<file path="config.mk">
export PLATFORM = sky130hd
export DESIGN_NAME = ir_pulse_distance_frame_decoder_unit
export DESIGN_NICKNAME = d
export VERILOG_FILES = /design/src/hdl/irpd_pkg.sv /design/src/hdl/irpd_front.sv /design/src/hdl/irpd_queue.sv /design/src/hdl/irpd_back.sv /design/src/hdl/ir_pulse_distance_frame_decoder_unit.sv
export SDC_FILE = /design/constraint.sdc
export NUM_CORES = 1
export LEC_CHECK = 0
export ABC_AREA = 1
export BUFFER_PORTS_ARGS = -buffer_cell sky130_fd_sc_hd__buf_4
export CAP_MARGIN = 10
export CORE_ASPECT_RATIO = 0.8
export CORE_MARGIN = 10
export CORE_UTILIZATION = 56
export CTS_CLUSTER_SIZE = 28
export DETAILED_ROUTE_END_ITERATION = 8
export GPL_TIMING_DRIVEN = 0
export PLACE_DENSITY = 0.8
export REMOVE_ABC_BUFFERS = 1
export SLEW_MARGIN = 20
export SYNTH_ARGS = -nofsm -noshare
export SYNTH_HDL_FRONTEND = slang
export SYNTH_SLANG_ARGS = --single-unit
</file>
<file path="constraint.sdc">
create_clock -name aclk -period 5.2 [get_ports aclk]
set_input_delay 0.52 -clock aclk [delete_from_list [all_inputs] [get_ports aclk]]
set_output_delay 0.52 -clock aclk [all_outputs]
set_load 0.005 [all_outputs]
</file>
<file path="src/hdl/irpd_pkg.sv">
// shared types, constants and helpers for the ir pulse-distance frame decoder
`timescale 1ns / 1ps

package irpd_pkg;

    // frame length in bits (12 to 32)
    localparam int PAUSE_BITS = 16;
    localparam int CNT_W      = $clog2(PAUSE_BITS + 1);
    // queue between front and back, power of two
    localparam int QUEUE_DEPTH = 2;
    localparam int QPTR_W      = $clog2(QUEUE_DEPTH);
    localparam int QCNT_W      = $clog2(QUEUE_DEPTH + 1);

    localparam int PAUSE_W = 16;
    localparam int CFG_W   = 16;
    localparam int CIDX_W  = 3;

    typedef logic [PAUSE_BITS-1:0] frame_t;
    typedef logic [CNT_W-1:0]      count_t;
    typedef logic [PAUSE_W-1:0]    pause_t;
    typedef logic [CFG_W-1:0]      cfg_word_t;
    typedef logic [CIDX_W-1:0]     cfg_index_t;

    // register indexes
    localparam cfg_index_t CFG_ONE_LOW   = 3'd0;
    localparam cfg_index_t CFG_ONE_HIGH  = 3'd1;
    localparam cfg_index_t CFG_ZERO_LOW  = 3'd2;
    localparam cfg_index_t CFG_ZERO_HIGH = 3'd3;
    localparam cfg_index_t CFG_GAP_LOW   = 3'd4;
    localparam cfg_index_t CFG_GAP_HIGH  = 3'd5;

    // register reset values
    localparam cfg_word_t RST_ONE_LOW   = 16'd600;
    localparam cfg_word_t RST_ONE_HIGH  = 16'd1000;
    localparam cfg_word_t RST_ZERO_LOW  = 16'd1400;
    localparam cfg_word_t RST_ZERO_HIGH = 16'd1800;
    localparam cfg_word_t RST_GAP_LOW   = 16'd2000;
    localparam cfg_word_t RST_GAP_HIGH  = 16'd4000;

    // result kinds
    localparam logic KIND_DELIVERED    = 1'b0;
    localparam logic KIND_CHECK_FAILED = 1'b1;

    typedef enum logic [1:0] {
        MODE_IDLE = 2'd0,
        MODE_BITS = 2'd1,
        MODE_GAP  = 2'd2
    } mode_t;

    // window membership of one pause
    typedef struct packed {
        logic one;
        logic zero;
        logic gap;
    } pause_class_t;

    // window registers as one bundle
    typedef struct packed {
        cfg_word_t one_low;
        cfg_word_t one_high;
        cfg_word_t zero_low;
        cfg_word_t zero_high;
        cfg_word_t gap_low;
        cfg_word_t gap_high;
    } windows_t;

    // exclusive on both ends
    function automatic logic in_window(pause_t p, cfg_word_t lo, cfg_word_t hi);
        return (p > lo) && (p < hi);
    endfunction

    // bits 15..11 against bits 5..1, positions past the frame read zero
    function automatic logic frame_valid(frame_t f);
        logic [31:0] w;
        w = 32'(f);
        return w[15:11] == w[5:1];
    endfunction

    function automatic logic [7:0] message_of(frame_t f);
        return f[8:1];
    endfunction

endpackage

</file>
<file path="src/hdl/irpd_front.sv">
// front: window registers and pause classification
`timescale 1ns / 1ps

module irpd_front (
    input  logic                  aclk,
    input  logic                  aresetn,
    input  logic                  cfg_valid,
    input  irpd_pkg::cfg_index_t  cfg_index,
    input  irpd_pkg::cfg_word_t   cfg_data,
    input  irpd_pkg::pause_t      pause,
    output irpd_pkg::pause_class_t pause_class
);

    irpd_pkg::windows_t win_reg;
    irpd_pkg::windows_t win_next;

    always_comb begin
        win_next = win_reg;
        if (cfg_valid) begin
            case (cfg_index)
                irpd_pkg::CFG_ONE_LOW:   win_next.one_low   = cfg_data;
                irpd_pkg::CFG_ONE_HIGH:  win_next.one_high  = cfg_data;
                irpd_pkg::CFG_ZERO_LOW:  win_next.zero_low  = cfg_data;
                irpd_pkg::CFG_ZERO_HIGH: win_next.zero_high = cfg_data;
                irpd_pkg::CFG_GAP_LOW:   win_next.gap_low   = cfg_data;
                irpd_pkg::CFG_GAP_HIGH:  win_next.gap_high  = cfg_data;
                default:                 win_next = win_reg;
            endcase
        end
    end

    always_ff @(posedge aclk) begin
        if (!aresetn) begin
            win_reg.one_low   <= irpd_pkg::RST_ONE_LOW;
            win_reg.one_high  <= irpd_pkg::RST_ONE_HIGH;
            win_reg.zero_low  <= irpd_pkg::RST_ZERO_LOW;
            win_reg.zero_high <= irpd_pkg::RST_ZERO_HIGH;
            win_reg.gap_low   <= irpd_pkg::RST_GAP_LOW;
            win_reg.gap_high  <= irpd_pkg::RST_GAP_HIGH;
        end else begin
            win_reg <= win_next;
        end
    end

    // all three windows in parallel, priority is settled in the back
    always_comb begin
        pause_class.one  = irpd_pkg::in_window(pause, win_reg.one_low, win_reg.one_high);
        pause_class.zero = irpd_pkg::in_window(pause, win_reg.zero_low, win_reg.zero_high);
        pause_class.gap  = irpd_pkg::in_window(pause, win_reg.gap_low, win_reg.gap_high);
    end

endmodule

</file>
<file path="src/hdl/irpd_queue.sv">
// short queue of classified pauses between front and back
`timescale 1ns / 1ps

module irpd_queue (
    input  logic                   aclk,
    input  logic                   aresetn,
    input  logic                   push_valid,
    output logic                   push_ready,
    input  irpd_pkg::pause_class_t push_data,
    output logic                   pop_valid,
    input  logic                   pop_ready,
    output irpd_pkg::pause_class_t pop_data
);

    irpd_pkg::pause_class_t entry_reg [irpd_pkg::QUEUE_DEPTH];
    logic [irpd_pkg::QPTR_W-1:0] wr_ptr_reg, wr_ptr_next;
    logic [irpd_pkg::QPTR_W-1:0] rd_ptr_reg, rd_ptr_next;
    logic [irpd_pkg::QCNT_W-1:0] count_reg, count_next;
    logic push, pop;

    assign push_ready = count_reg != irpd_pkg::QCNT_W'(irpd_pkg::QUEUE_DEPTH);
    assign pop_valid  = count_reg != '0;
    assign pop_data   = entry_reg[rd_ptr_reg];
    assign push       = push_valid && push_ready;
    assign pop        = pop_valid && pop_ready;

    always_comb begin
        wr_ptr_next = push ? wr_ptr_reg + irpd_pkg::QPTR_W'(1) : wr_ptr_reg;
        rd_ptr_next = pop  ? rd_ptr_reg + irpd_pkg::QPTR_W'(1) : rd_ptr_reg;
        count_next  = count_reg;
        if (push && !pop) begin
            count_next = count_reg + irpd_pkg::QCNT_W'(1);
        end else if (pop && !push) begin
            count_next = count_reg - irpd_pkg::QCNT_W'(1);
        end
    end

    always_ff @(posedge aclk) begin
        if (!aresetn) begin
            wr_ptr_reg <= '0;
            rd_ptr_reg <= '0;
            count_reg  <= '0;
        end else begin
            wr_ptr_reg <= wr_ptr_next;
            rd_ptr_reg <= rd_ptr_next;
            count_reg  <= count_next;
        end
    end

    always_ff @(posedge aclk) begin
        if (push) begin
            entry_reg[wr_ptr_reg] <= push_data;
        end
    end

endmodule

</file>
<file path="src/hdl/irpd_back.sv">
// back: frame state machine and result register
`timescale 1ns / 1ps

module irpd_back (
    input  logic                   aclk,
    input  logic                   aresetn,
    input  logic                   in_valid,
    output logic                   in_ready,
    input  irpd_pkg::pause_class_t in_class,
    output logic                   m_valid,
    input  logic                   m_ready,
    output logic [7:0]             m_message_byte,
    output logic                   m_result_kind
);

    irpd_pkg::mode_t  mode_reg, mode_next;
    irpd_pkg::count_t count_reg, count_next;
    irpd_pkg::frame_t shift_reg, shift_next;
    irpd_pkg::frame_t prev_reg, prev_next;
    logic             out_valid_reg, out_valid_next;
    logic [7:0]       out_byte_reg, out_byte_next;
    logic             out_kind_reg, out_kind_next;

    logic             take;
    logic             bit_ok;
    logic             bit_val;
    irpd_pkg::frame_t shifted;
    irpd_pkg::count_t count_inc;
    logic             frame_done;
    logic             repeat_hit;
    logic             emit;

    // a result slot is free when empty or draining this cycle
    assign in_ready = !out_valid_reg || m_ready;
    assign take     = in_valid && in_ready;

    // one-window wins over zero-window
    assign bit_ok     = in_class.one || in_class.zero;
    assign bit_val    = in_class.one;
    assign shifted    = {shift_reg[irpd_pkg::PAUSE_BITS-2:0], bit_val};
    assign count_inc  = count_reg + irpd_pkg::CNT_W'(1);
    assign frame_done = count_inc == irpd_pkg::CNT_W'(irpd_pkg::PAUSE_BITS);
    assign repeat_hit = in_class.gap && (shift_reg == prev_reg);

    // next state
    always_comb begin
        mode_next = mode_reg;
        if (take) begin
            case (mode_reg)
                irpd_pkg::MODE_BITS: begin
                    if (!bit_ok) begin
                        mode_next = irpd_pkg::MODE_IDLE;
                    end else if (frame_done) begin
                        mode_next = irpd_pkg::frame_valid(shifted) ? irpd_pkg::MODE_GAP
                                                                   : irpd_pkg::MODE_IDLE;
                    end
                end
                irpd_pkg::MODE_GAP: begin
                    mode_next = irpd_pkg::MODE_IDLE;
                end
                default: begin
                    mode_next = in_class.one ? irpd_pkg::MODE_BITS : irpd_pkg::MODE_IDLE;
                end
            endcase
        end
    end

    // datapath and result
    always_comb begin
        count_next    = count_reg;
        shift_next    = shift_reg;
        prev_next     = prev_reg;
        emit          = 1'b0;
        out_byte_next = out_byte_reg;
        out_kind_next = out_kind_reg;
        if (take) begin
            case (mode_reg)
                irpd_pkg::MODE_BITS: begin
                    if (bit_ok) begin
                        shift_next = shifted;
                        count_next = frame_done ? '0 : count_inc;
                        if (frame_done && !irpd_pkg::frame_valid(shifted)) begin
                            emit          = 1'b1;
                            out_byte_next = irpd_pkg::message_of(shifted);
                            out_kind_next = irpd_pkg::KIND_CHECK_FAILED;
                        end
                    end
                end
                irpd_pkg::MODE_GAP: begin
                    if (repeat_hit) begin
                        prev_next = '0;
                    end else begin
                        prev_next     = shift_reg;
                        emit          = 1'b1;
                        out_byte_next = irpd_pkg::message_of(shift_reg);
                        out_kind_next = irpd_pkg::KIND_DELIVERED;
                    end
                end
                default: begin
                    if (in_class.one) begin
                        count_next = '0;
                        shift_next = '0;
                    end
                end
            endcase
        end
        if (take) begin
            out_valid_next = emit;
        end else if (m_ready) begin
            out_valid_next = 1'b0;
        end else begin
            out_valid_next = out_valid_reg;
        end
    end

    always_ff @(posedge aclk) begin
        if (!aresetn) begin
            mode_reg      <= irpd_pkg::MODE_IDLE;
            count_reg     <= '0;
            shift_reg     <= '0;
            prev_reg      <= '0;
            out_valid_reg <= 1'b0;
        end else begin
            mode_reg      <= mode_next;
            count_reg     <= count_next;
            shift_reg     <= shift_next;
            prev_reg      <= prev_next;
            out_valid_reg <= out_valid_next;
        end
    end

    always_ff @(posedge aclk) begin
        out_byte_reg <= out_byte_next;
        out_kind_reg <= out_kind_next;
    end

    assign m_valid        = out_valid_reg;
    assign m_message_byte = out_byte_reg;
    assign m_result_kind  = out_kind_reg;

endmodule

</file>
<file path="src/hdl/ir_pulse_distance_frame_decoder_unit.sv">
// top level of the ir pulse-distance frame decoder
`timescale 1ns / 1ps

//  channel  | direction | ports                                   | beat
//  ---------+-----------+-----------------------------------------+---------------------------
//  s_       | in        | s_valid s_ready s_pause_length          | one measured pause
//  m_       | out       | m_valid m_ready m_message_byte          | one result, kind 0 frame,
//           |           | m_result_kind                           | kind 1 check failed
//  cfg_     | in        | cfg_valid cfg_ready cfg_index cfg_data  | one window register write
//
//  one pause beat per cycle sustained while m_ready does not stall the result register; each
//  pause beat is first written into the queue, then the state machine steps on it and loads
//  the result register; the rate is set by the single-step state machine in the back, one
//  pause per cycle unless a stalled result register holds the back
//  reset: synchronous active-low aresetn, windows return to their defaults, decoder idle
//  s_ready falls only while the two-entry queue is full; m_ready stalls hold the result
//  register and the back, the front keeps filling the queue meanwhile
module ir_pulse_distance_frame_decoder_unit (
    input  logic                 aclk,
    input  logic                 aresetn,
    // pause input
    input  logic                 s_valid,
    output logic                 s_ready,
    input  irpd_pkg::pause_t     s_pause_length,
    // result output
    output logic                 m_valid,
    input  logic                 m_ready,
    output logic [7:0]           m_message_byte,
    output logic                 m_result_kind,
    // register writes
    input  logic                 cfg_valid,
    output logic                 cfg_ready,
    input  irpd_pkg::cfg_index_t cfg_index,
    input  irpd_pkg::cfg_word_t  cfg_data
);

    irpd_pkg::pause_class_t front_class;
    irpd_pkg::pause_class_t q_class;
    logic                   q_valid;
    logic                   q_ready;

    // writes are always taken; the user must issue them only while idle, the block itself does not enforce it
    assign cfg_ready = 1'b1;

    // classify the incoming pause against the windows
    irpd_front u_front (
        .aclk        (aclk),
        .aresetn     (aresetn),
        .cfg_valid   (cfg_valid),
        .cfg_index   (cfg_index),
        .cfg_data    (cfg_data),
        .pause       (s_pause_length),
        .pause_class (front_class)
    );

    // decouples s_ready from m_ready
    irpd_queue u_queue (
        .aclk       (aclk),
        .aresetn    (aresetn),
        .push_valid (s_valid),
        .push_ready (s_ready),
        .push_data  (front_class),
        .pop_valid  (q_valid),
        .pop_ready  (q_ready),
        .pop_data   (q_class)
    );

    // frame assembly, check, repeat suppression and the result register
    irpd_back u_back (
        .aclk           (aclk),
        .aresetn        (aresetn),
        .in_valid       (q_valid),
        .in_ready       (q_ready),
        .in_class       (q_class),
        .m_valid        (m_valid),
        .m_ready        (m_ready),
        .m_message_byte (m_message_byte),
        .m_result_kind  (m_result_kind)
    );

    // a pushed pause is waiting for the back on the next cycle at the latest
    a_push_fills_queue: assert property (
        @(posedge aclk) disable iff (!aresetn)
        (s_valid && s_ready) |=> q_valid
    ) else $error("queue empty after a pause beat");

    // input stalls only when the queue holds something
    a_stall_means_backlog: assert property (
        @(posedge aclk) disable iff (!aresetn)
        !s_ready |-> q_valid
    ) else $error("input stalled with an empty queue");

    // a new result appears only after the back stepped on a queued pause
    a_result_from_step: assert property (
        @(posedge aclk) disable iff (!aresetn)
        $rose(m_valid) |-> $past(q_valid && q_ready)
    ) else $error("result without a queued pause");

endmodule
</file>
Word-level counts from Yosys, hierarchy flattened
Memories as Yosys holds them, arrays and structs flattened. A register that Yosys moved wholly into a read port is not among the register bits. Index checks and enable logic that the tools add are counted.

$add $sub $neg: 5. Div/mod/pow operators: 0. Muxes and demuxes: 33. Bitwise logic cells: 1. Reduce and logical (&&, ||, !) cells: 31. Magnitude comparators: 6. Multiply operators: 0. Shift-type cells: 0. Eq/ne operators: 15.

Operator list (count): $gt A16 B16 Y1 (3); $lt A16 B16 Y1 (3); $mux W16 (3); $pmux W16 S2 (1); $mux W8 (3); $eq A16 B16 Y1 (1); $pmux W8 S2 (1); $reduce_and A2 Y1 (8); $mux W5 (3); $mux W1 (13); $mux W2 (5); $pmux W5 S2 (1); $reduce_bool A2 Y1 (5); $logic_and A1 B1 Y1 (9); $eq A3 B2 Y1 const B (2); $eq A3 B3 Y1 const B (2); $add A5 B1 Y5 const B (1); $eq A5 B5 Y1 (1); $eq A5 B5 Y1 const B (1); $reduce_and A5 Y1 (1); $logic_not A1 Y1 (4); $ne A2 B1 Y1 const B (2); $ne A2 B2 Y1 const B (2); $pmux W1 S2 (2); 12 further kinds (14).

Register bits after elaboration: 149. Bits in latches: 0. Memories kept: 1. Bits in writable memories: 6. Output and inout port bits: 12. ROM bits: 0. Logic and storage cells: 108. Input bits: 40.

Memories: u_queue.entry_reg (words 2, width 3, read ports 1, clocked after Yosys merged registers in 1, wr ports 1, line irpd_queue.sv:15) `irpd_pkg::pause_class_t entry_reg [irpd_pkg::QUEUE_DEPTH];`.

Logic depth before layout (Yosys ltp)
Gate-level depths: netlist of the first run.

Depth in word-level cells: 7. Depth in mapped cells: 12. Depth with buffers taken out: 12.

By module
Synthesis of the first run repeated with hierarchy kept, for this count alone.

Cell total of the unflattened synthesis: 1117. Area total of the unflattened synthesis: 8639.5 um^2.

By module, submodules not included: irpd_front (area an instance 5644.2 um^2, times used 1, cells each 742, sequential area each 1921.8 um^2); irpd_back (area an instance 2509.9 um^2, times used 1, cells each 327, sequential area each 1071.0 um^2); irpd_queue (area an instance 474.2 um^2, times used 1, cells each 46, sequential area each 280.3 um^2); ir_pulse_distance_frame_decoder_unit (area an instance 11.3 um^2, times used 1, cells each 2, sequential area each 0.0 um^2).

Worst setup path before layout of the first run
No wires, ideal clock.

Path kind: register -> register. Start point: register u_back.count_reg[0]. End point: register u_back.out_byte_reg[0], in the netlist u_back.m_message_byte[0] (enable). Buffers on the path: 0. Setup time: 380 ps. Slack: 3229 ps. Clock period less this slack: 1971 ps. Data arrival time: 1591 ps. Cell stages (with the launch flop): 9. Required time: 4820 ps. Cell sequence: dfxtp_1 > ha_1 > nand2_1 > inv_1 > nand2_1 > xor2_1 > nor2_1 > nand3_1 > a22oi_1.

Cells in the longest elaborated chain, start to end: 5.

RTL lines: start, declared (line irpd_back.sv:17) `irpd_pkg::count_t count_reg, count_next;`; start signal, assigned (line irpd_back.sv:125) `count_reg <= count_next;`; $add A5 B1 Y5 (line irpd_back.sv:41) `assign count_inc = count_reg + irpd_pkg::CNT_W'(1);`; $eq A5 B5 Y1 (line irpd_back.sv:42) `assign frame_done = count_inc == irpd_pkg::CNT_W'(irpd_pkg::PAUSE_BITS);`; $logic_and A1 B1 Y1 (line irpd_back.sv:82) `if (frame_done && !irpd_pkg::frame_valid(shifted)) begin`; $ne A2 B1 Y1 (no line); $reduce_and A5 Y1 (no line); end signal, assigned (line irpd_back.sv:133) `out_byte_reg <= out_byte_next;`; end, declared (line irpd_back.sv:21) `logic [7:0] out_byte_reg, out_byte_next;`.

Every way passes these cells. A chain may end at the register's enable or synchronous reset.

Final worst setup path of the first run
Start point: register u_back.mode_reg[0]. End point: register u_back.prev_reg[8].

Cells in the longest elaborated chain, start to end: 2.

RTL lines: start, declared (line irpd_back.sv:16) `irpd_pkg::mode_t mode_reg, mode_next;`; start signal, assigned (line irpd_back.sv:118) `mode_reg <= irpd_pkg::MODE_IDLE;`; start signal, assigned (line irpd_back.sv:124) `mode_reg <= mode_next;`; $eq A2 B2 Y1 (line irpd_back.sv:77) `case (mode_reg)`; $reduce_and A2 Y1 (no line); end signal, assigned (line irpd_back.sv:127) `prev_reg <= prev_next;`; end, declared (line irpd_back.sv:19) `irpd_pkg::frame_t prev_reg, prev_next;`.

Every way passes these cells.

==> results.toml, run 1 <==
[min_path]
min_path_cells = 3
hp-start = "cfg_data[4]"
min_path_type = "input port to flip-flop"
whs_endpoint = "u_front.win_reg[20]"

[sta]
fin_crit_ns = 2.62
report.final.hold_viol_count = 0
slew_viol_final = 0
fmax_ghz = 0.382
fin_ws_ns = 2.58
setup_viol = 0
period_share_pct = 50.4
fin_setup_tns_ns = 0
slew-limit-headroom_pct = 30.4
tightest_slew_ns = 1.04
clock_skew_ns = 0.0125
rsz0062_at_grt = "false"

[clocking]
cts_hold_buf = 0
cts_buffer_depth = 2
clock_latency_ns = 0.44
cts_made_buffers = 17
cts_tree = "done"
cts-root-buf = "clkbuf_16"
cts_setup_buffers = 0
clkSinkCount = 156
cts_repair_resize_count = 0
htree_levels = 4
clk_pin_slew_ns = 0.06

[global_routing]
grt_usage_pct = 20.5
overflow = 0
grt_pass1_wl_um = 33300
grt_max_degree = 101
antenna_found_initial = 0
first_global_vias = 6728

[route]
drc = 0
num_vias = 7113
drt_first_pass_iters = 5
via_per_inst = 5.55
drt_iter0_drc = 561
postRouteWirelength_um = 20100
antenna_left = 0
wl_per_cell_um = 15.7

[die]
row_count = 39
die_x_um = 156
ioPinCount = 52
core_um2 = 14400
die_h_um = 129
die-area_um2 = 20100
initial_core_util_pct = 57.5

[worst_setup_path]
max_stage_delay_ns = 0.61
regToRegEndpoint = "u_back.prev_reg[8]"
crit_buf_inv = 3
critPathKind = "flip-flop to flip-flop"
r2r_cells = 7
cp_top_family = "simple AND/OR/NAND/NOR gates"
arrival_ns = 2.91
path_max_fanout = 20
endpoint_kind = "flip-flop"
rr_startpoint = "u_back.mode_reg[0]"
cp_common_cell = "inv_1"
required_ns = 5.49
startpoint_type = "flip-flop"
slowest_stage = "nor2_2"
rrSetupSlack_ns = 2.58
cp_cell_sequence = "inv_1 > ha_1 > inv_1 > nor2_2 > inv_1 > nand2_1 > a21oi_1"

[logic_synthesis]
postSynthCellCount = 1055
synthMuxAreaShare_pct = 0
synth_top_family_by_area = "compound AO/OA/AOI/OAI gates"
yosysTopAreaCellShare_pct = 34.1
async_flop_share_pct = 0
post_synth_num_cell_types = 35
synth_warnings = 0
synthXorXnorAreaFrac_pct = 0.952
synth_top_area_cell = "dfxtp_1"
seq_area_frac_synth_pct = 39.5
synth-main-ff-cell = "dfxtp_1"
synth_area_leaders = "dfxtp_1 34%, ha_1 15%, a21oi_1 8.6%"
ys_seq_elements = 156
synthAdderAreaFrac_pct = 14.7
synth_compound_area_share_pct = 20.0
synth_edf_count = 15
syn_area_per_cell_um2 = 7.85
synth-simple-area-share_pct = 14.9
netlist_area_um2 = 8280

[pwr]
p_leak_nw = 3.99
power_density_nw_per_um2 = 339
peakVddDrop_mv = 0.260

[cells_and_area]
final_cell_mix = "158 x nand2_1, 156 x inv_1, 142 x a21oi_1"
antenna_cells = 0
drive_gt1_share_pct = 9.65
final_common_cell = "nand2_1"
nets = 1222
largest_reg_flops = 96
design_area_um2 = 9260
area_growth_pct = 11.8

[placed_design]
gp_congestion = 0.820
place_ws_ns = 2.39
place.detailed.hpwl_um = 13500
dpl_cell_area_um2 = 8680
portBuffers = 50

[flow_run]
maxCapViolations = 0

[outcome]
status = "completed"
-- layout make-up --
cell class                 count  area, um^2
fill                        1230        5140
multi-input combinational    696        4190
sequential                   156        3270
inverter                     164         617
clock buffer                  18         429
timing repair buffer          50         375
tap                          184         230
clock inverter                14         143
-- stage by stage --
stage	util [%]	cells	power, mW	hold slack (ns)
final	64.3	1282	3.14	0.347
after global placement	60.3	1250	1.90	0.436
after detailed placement	60.3	1250	1.92	0.444
after global routing	64.3	1282	3.29	0.366
after floorplan	-	1016	1.73	0.424
after CTS	64.3	1282	3.14	0.337
-- cells in the mapped netlist, types with 6 or more instances --
library cell	n
o211ai_1	31
inv_1	157
inv_2	6
a21oi_1	142
nand3_1	36
buf_2	12
dfxtp_1	141
o21ai_0	100
nand2_1	158
nand4_1	13
edfxtp_1	15
nor2_1	63
nor2_2	6
a22oi_1	17
ha_1	97
clkbuf_1	22
-- report_power, final --
group / total (mW) / internal (mW) / leakage [nW] / switching, mW
Combinational: 0.578 / 0.193 / 2.44 / 0.385
Sequential: 1.33 / 1.29 / 1.29 / 0.0375
Clock: 1.23 / 0.705 / 0.267 / 0.527
Total: 3.14 / 2.19 / 3.99 / 0.950
-- worst reg2reg max path, delay by kind of cell, from the launching register on --
family | cells | cell delay (ns)
flops | 1 | 0.33
simple gates | 2 | 0.79
buf+inv | 3 | 0.70
compound gates | 1 | 0.08
fa+ha+maj | 1 | 0.56
-- metal layers --
metal  track usage, %  part of all wire, %  wire [um]
met3             3.80                  6.1       1230
met4             8.20                  1.8        357
met1             26.9                   46       9220
met5                0                    0          0
met2             32.9                   46       9330
-- how the worst max path moves through the flow --
| stage | start | endpoint | slack (ns) | depth (start not counted) |
|---|---|---|---|---|
| finish | u_back.mode_reg[0] | u_back.prev_reg[8] | 2.58 | 7 |
| global route | u_back.mode_reg[0] | u_back.prev_reg[13] | 2.36 | 7 |
| CTS | u_back.mode_reg[0] | u_back.prev_reg[1] | 2.62 | 7 |
| detailed placement | cfg_index[1] | u_front.win_reg[30] | 2.39 | 7 |
| global placement | cfg_index[1] | u_front.win_reg[18] | 2.41 | 7 |
| floorplan | u_back.count_reg[0] | u_back.m_message_byte[0] | 3.23 | 8 |
-- kinds of logic after synthesis --
| family | after synthesis |
|---|---|
| compound gates | 300 |
| simple gates | 289 |
| buf+inv | 203 |
| flops | 156 |
| fa+ha+maj | 97 |
| xor+xnor | 9 |
| other cells | 1 |
No activity file was read; power rests on OpenSTA's default activity.
==> run 2: changes to the inputs <==
==> constraint.sdc (replaced) <==
create_clock -name aclk -period 2.7 [get_ports aclk]
set_input_delay 0.27 -clock aclk [delete_from_list [all_inputs] [get_ports aclk]]
set_output_delay 0.27 -clock aclk [all_outputs]
set_load 0.005 [all_outputs]
==> run 2 against run 1 <==
  * Final cell count unchanged
  * First-iteration DRC count shrank 0.71%
  * Die area unchanged
  * Largest cell class unchanged
  * Setup slack worse by 2.2 ns
  * Critical path type unchanged
==> results.toml, run 2 (synthesized netlist as in run 1, its figures left out) <==
[worst_setup_path]
startpoint_type = "flip-flop"
cp_top_family = "compound AO/OA/AOI/OAI gates"
cp_common_cell = "nand3_1"
cp.depth = 6
slowest_stage = "a22oi_1"
max_stage_delay_ns = 0.80
arrival_ns = 2.41
critPathKind = "flip-flop to flip-flop"
crit_buf_inv = 0
endpoint_kind = "flip-flop"
path_max_fanout = 18
required_ns = 2.76
cp_cell_sequence = "or2_2 > nand3_1 > nor2_1 > nand3_4 > nand3_1 > a22oi_1"
r2r_cells = 6

[die]
row_count = 39
die_x_um = 156
core_um2 = 14400
initial_core_util_pct = 57.5
die_h_um = 129
ioPinCount = 52
die-area_um2 = 20100

[sta]
period_share_pct = 87.1
slew_viol_final = 0
tightest_slew_ns = 1.04
report.final.hold_viol_count = 0
slew-limit-headroom_pct = 30.4
clock_skew_ns = 0.0125
fin_setup_tns_ns = 0
setup_viol = 0
hold_ws_ns = 0.0976
fmax_ghz = 0.425
fin_crit_ns = 2.35
rsz0062_at_grt = "false"

[clocking]
clock_latency_ns = 0.44
htree_levels = 4
cts_made_buffers = 17
cts_buffer_depth = 2
cts_hold_buf = 0
cts-root-buf = "clkbuf_16"
clk_pin_slew_ns = 0.06
cts_setup_buffers = 0
cts_tree = "done"
clkSinkCount = 156

[route]
wl_per_cell_um = 15.7
drc = 0
num_vias = 7126
drt_first_pass_iters = 5
drt_iter0_drc = 557
via_per_inst = 5.56
postRouteWirelength_um = 20100
antenna_left = 0

[cells_and_area]
multi_input_area_um2 = 4200
final_common_cell = "nand2_1"
nets = 1222
final_cell_mix = "158 x nand2_1, 156 x inv_1, 142 x a21oi_1"
drive_gt1_share_pct = 9.65
area_growth_pct = 11.9
antenna_cells = 0
largest_reg_flops = 96
fillers = 1229
regArea_um2 = 3270

[global_routing]
first_global_vias = 6728
overflow = 0
grt_max_degree = 101
antenna_found_initial = 0
grt_pass1_wl_um = 33300
grt_usage_pct = 20.5

[flow_run]
maxCapViolations = 0

[min_path]
min_path_cells = 3
min_path_type = "input port to flip-flop"

[outcome]
status = "completed"

[pwr]
peakVddDrop_mv = 0.502
p_leak_nw = 3.99
power_density_nw_per_um2 = 654

[placed_design]
portBuffers = 50
place.detailed.hpwl_um = 13500
gp_congestion = 0.820
-- run 2: cell counts in the layout (fill, tap and decap cells not counted) --
Identical to the previous run, type by type.
-- run 2: layout make-up --
class | count | share of cell area, %
Clock buffer | 18 | 4.63
Clock inverter | 14 | 1.54
Inverter | 164 | 6.66
Multi-Input combinational cell | 696 | 45.3
Sequential cell | 156 | 35.3
Tap cell | 184 | 2.49
Timing Repair Buffer | 50 | 4.05
-- run 2: routing by layer --
metal | wire length, um | GRT usage, % | vias to the layer above
met3 | 1300 | 3.80 | 24
met4 | 347 | 8.20 | 0
met2 | 9310 | 32.9 | 208
met1 | 9190 | 26.9 | 3300
li1 | - | - | 3594
met5 | 0 | 0 | -
-- run 2: tightest hold or removal path: stages --
cell and delay (ns):
buf_4 0.11, nand2_1 0.05, o211ai_1 0.06
-- run 2: per-stage QoR --
step                      cell area, um^2  cells  power [mW]  setup slack (ns)  utilization, %
after floorplan                      8080   1016        3.33             0.729               -
after global placement               8680   1250        3.67             0.158            60.3
after detailed placement             8680   1250        3.70             0.136            60.3
after CTS                            9260   1282        6.05             0.118            64.3
after global routing                 9260   1282        6.34             0.133            64.3
final                                9260   1282        6.06             0.348            64.3
-- run 2: final timing paths --
kind                              from                        to  slack (ns)
setup reg to reg  u_back.shift_reg[12]  u_back.m_message_byte[1]        0.35
hold reg to reg    u_front.win_reg[32]       u_front.win_reg[32]        0.45
hold / removal             cfg_data[4]       u_front.win_reg[20]         0.1
setup / recovery  u_back.shift_reg[12]  u_back.m_message_byte[1]        0.35
-- run 2: where the power goes --
| group | switching, mW | total [mW] | internal, mW |
|---|---|---|---|
| logic | 0.748 | 1.12 | 0.372 |
| clock network | 1.02 | 2.37 | 1.36 |
| registers | 0.0725 | 2.56 | 2.49 |
| total | 1.84 | 6.06 | 4.22 |
-- run 2: what timing repair did --
action,CTS,global route
setup endpoints to repair,0,16
endpoints found under the hold margin,0,0
gates resized for setup,0,1
==> run 3: changes to the inputs <==
--- a/config.mk
+++ b/config.mk
@@ -10,11 +10,11 @@
 export CAP_MARGIN = 10
 export CORE_ASPECT_RATIO = 0.8
 export CORE_MARGIN = 10
-export CORE_UTILIZATION = 56
+export CORE_UTILIZATION = 38
 export CTS_CLUSTER_SIZE = 28
 export DETAILED_ROUTE_END_ITERATION = 8
 export GPL_TIMING_DRIVEN = 0
-export PLACE_DENSITY = 0.8
+export PLACE_DENSITY = 0.6
 export REMOVE_ABC_BUFFERS = 1
 export SLEW_MARGIN = 20
 export SYNTH_ARGS = -nofsm -noshare
==> run 3 against run 2 <==
  * Flip-flop and latch count unchanged
  * Register-to-register slack better by 0.03 ns
  * Clock-buffer cell count down 1
  * Critical path depth unchanged
  * Highest routed layer unchanged
  * Design area up 1.5%
  * Power barely moved
  * Clock skew increased by 0.0024 ns
  * Routed wire length is 1.3% higher
  * Hold slack better by 0.0099 ns
  * Sequential share of layout area fell by 0.53 points
==> results.toml, run 3 (synthesized netlist as in run 1, its figures left out) <==
[outcome]
status = "completed"

[cells_and_area]
antenna_cells = 0
final_cell_mix = "158 x nand2_1, 156 x inv_1, 142 x a21oi_1"
largest_reg_flops = 96
drive_gt1_share_pct = 9.92
final_common_cell = "nand2_1"
fillers = 2194
nets = 1223
final_cell_count_no_fill = 1374
design_area_um2 = 9400
area_growth_pct = 13.6

[route]
drt_iter0_drc = 417
drc = 0
postRouteWirelength_um = 20400
via_per_inst = 4.99
antenna_left = 0
drt_first_pass_iters = 5
wl_per_cell_um = 14.9
num_vias = 6857

[placed_design]
portBuffers = 50
place_inst = 1342
place.detailed.hpwl_um = 13900
dpl_cell_area_um2 = 8820
gp_congestion = 0.792
place_ws_ns = 0.0954

[sta]
rsz0062_at_grt = "false"
report.final.hold_viol_count = 0
fin_ws_ns = 0.374
slew-limit-headroom_pct = 28.2
fmax_ghz = 0.430
fin_crit_ns = 2.33
slew_viol_final = 0
tightest_slew_ns = 1.07
fin_setup_tns_ns = 0
setup_viol = 0
period_share_pct = 86.2
clock_skew_ns = 0.0149

[die]
core_um2 = 21500
ioPinCount = 52
die_x_um = 185
initial_core_util_pct = 38.5
die_h_um = 152
row_count = 48
die-area_um2 = 28100

[flow_run]
maxCapViolations = 0

[global_routing]
overflow = 0
grt_pass1_wl_um = 32800
grt_usage_pct = 14.6
antenna_found_initial = 0
grt_max_degree = 101
first_global_vias = 6296

[worst_setup_path]
startpoint_type = "flip-flop"
cp_cell_sequence = "ha_1 > inv_1 > nor2_4 > inv_1 > nand2_1 > a21oi_1"
max_stage_delay_ns = 0.59
required_ns = 3.02
arrival_ns = 2.65
path_max_fanout = 20
critPathKind = "flip-flop to flip-flop"
endpoint_kind = "flip-flop"
slowest_stage = "ha_1"
r2r_cells = 6
cp_common_cell = "inv_1"

[pwr]
peakVddDrop_mv = 0.311
switching_share_pct = 32.5
p_sw_mw = 1.97
power.share.clock_pct = 39.2
p_int_mw = 4.09
p_leak_nw = 4.01
comb_power_share_pct = 18.6
p_seq_share_pct = 42.2
power_density_nw_per_um2 = 645

[clocking]
htree_levels = 4
cts_tree = "done"
clkSinkCount = 156
clk_pin_slew_ns = 0.07
clock_latency_ns = 0.44
cts_made_buffers = 17
cts_buffer_depth = 2
cts-root-buf = "clkbuf_16"

[min_path]
min_path_cells = 3
min_path_type = "input port to flip-flop"
==> run 3: cell type report <==
class | count | area, um^2 | share of cell area (%)
multi-input combinational | 696 | 4200 | 44.6
sequential | 156 | 3270 | 34.8
inverter | 164 | 617 | 6.56
clock buffer | 17 | 425 | 4.52
timing repair buffer | 51 | 395 | 4.20
tap | 275 | 344 | 3.66
clock inverter | 15 | 153 | 1.62
==> run 3: stage by stage <==
| stage | hold slack, ns | utilization (%) | power (mW) |
|---|---|---|---|
| 3_3_place_gp | 0.435 | 40.9 | 3.69 |
| 2_1_floorplan | 0.369 | - | 3.33 |
| 5_1_grt | 0.102 | 43.7 | 6.39 |
| 3_5_place_dp | 0.444 | 41.0 | 3.72 |
| 4_1_cts | 0.0869 | 43.7 | 6.11 |
| 6_report | 0.108 | 43.7 | 6.06 |
==> run 3: path summary, 6_finish.rpt <==
check / slack (ns) / to / startpoint
setup / recovery: 0.37 / u_back.prev_reg[11] / u_back.mode_reg[1]
hold / removal: 0.11 / u_front.win_reg[84] / cfg_data[4]
setup reg to reg: 0.37 / u_back.prev_reg[11] / u_back.mode_reg[1]
hold reg to reg: 0.45 / u_front.win_reg[32] / u_front.win_reg[32]
==> run 3: layer usage <==
| metal | vias to the layer above | wire [um] | track usage (%) |
|---|---|---|---|
| met5 | - | 0 | 0 |
| met4 | 0 | 301 | 4.79 |
| met3 | 25 | 775 | 2.79 |
| met2 | 99 | 9110 | 22.6 |
| met1 | 3132 | 10200 | 19.7 |
| li1 | 3601 | - | - |
==> run 3: worst max-delay path: cells and delay by family (launching register included) <==
| family | cells | cell delay [ns] |
|---|---|---|
| buf+inv | 2 | 0.59 |
| flops | 1 | 0.36 |
| simple gates | 2 | 0.58 |
| fa+ha+maj | 1 | 0.59 |
| compound gates | 1 | 0.07 |
==> run 3: repair_timing <==
action                     in CTS  in global routing
setup endpoints to repair       0                 16
resized for setup               0                  1
setup buffers                   0                  0
hold buffers                    0                  0
==> run 3: power groups by stage <==
stage,logic (mW),registers [mW],clock network (mW)
finish,1.13,2.56,2.37
global route,1.29,2.58,2.52
CTS,1.12,2.56,2.43
detailed placement,1.11,2.61,0
global placement,1.08,2.61,0
floorplan,0.730,2.60,0
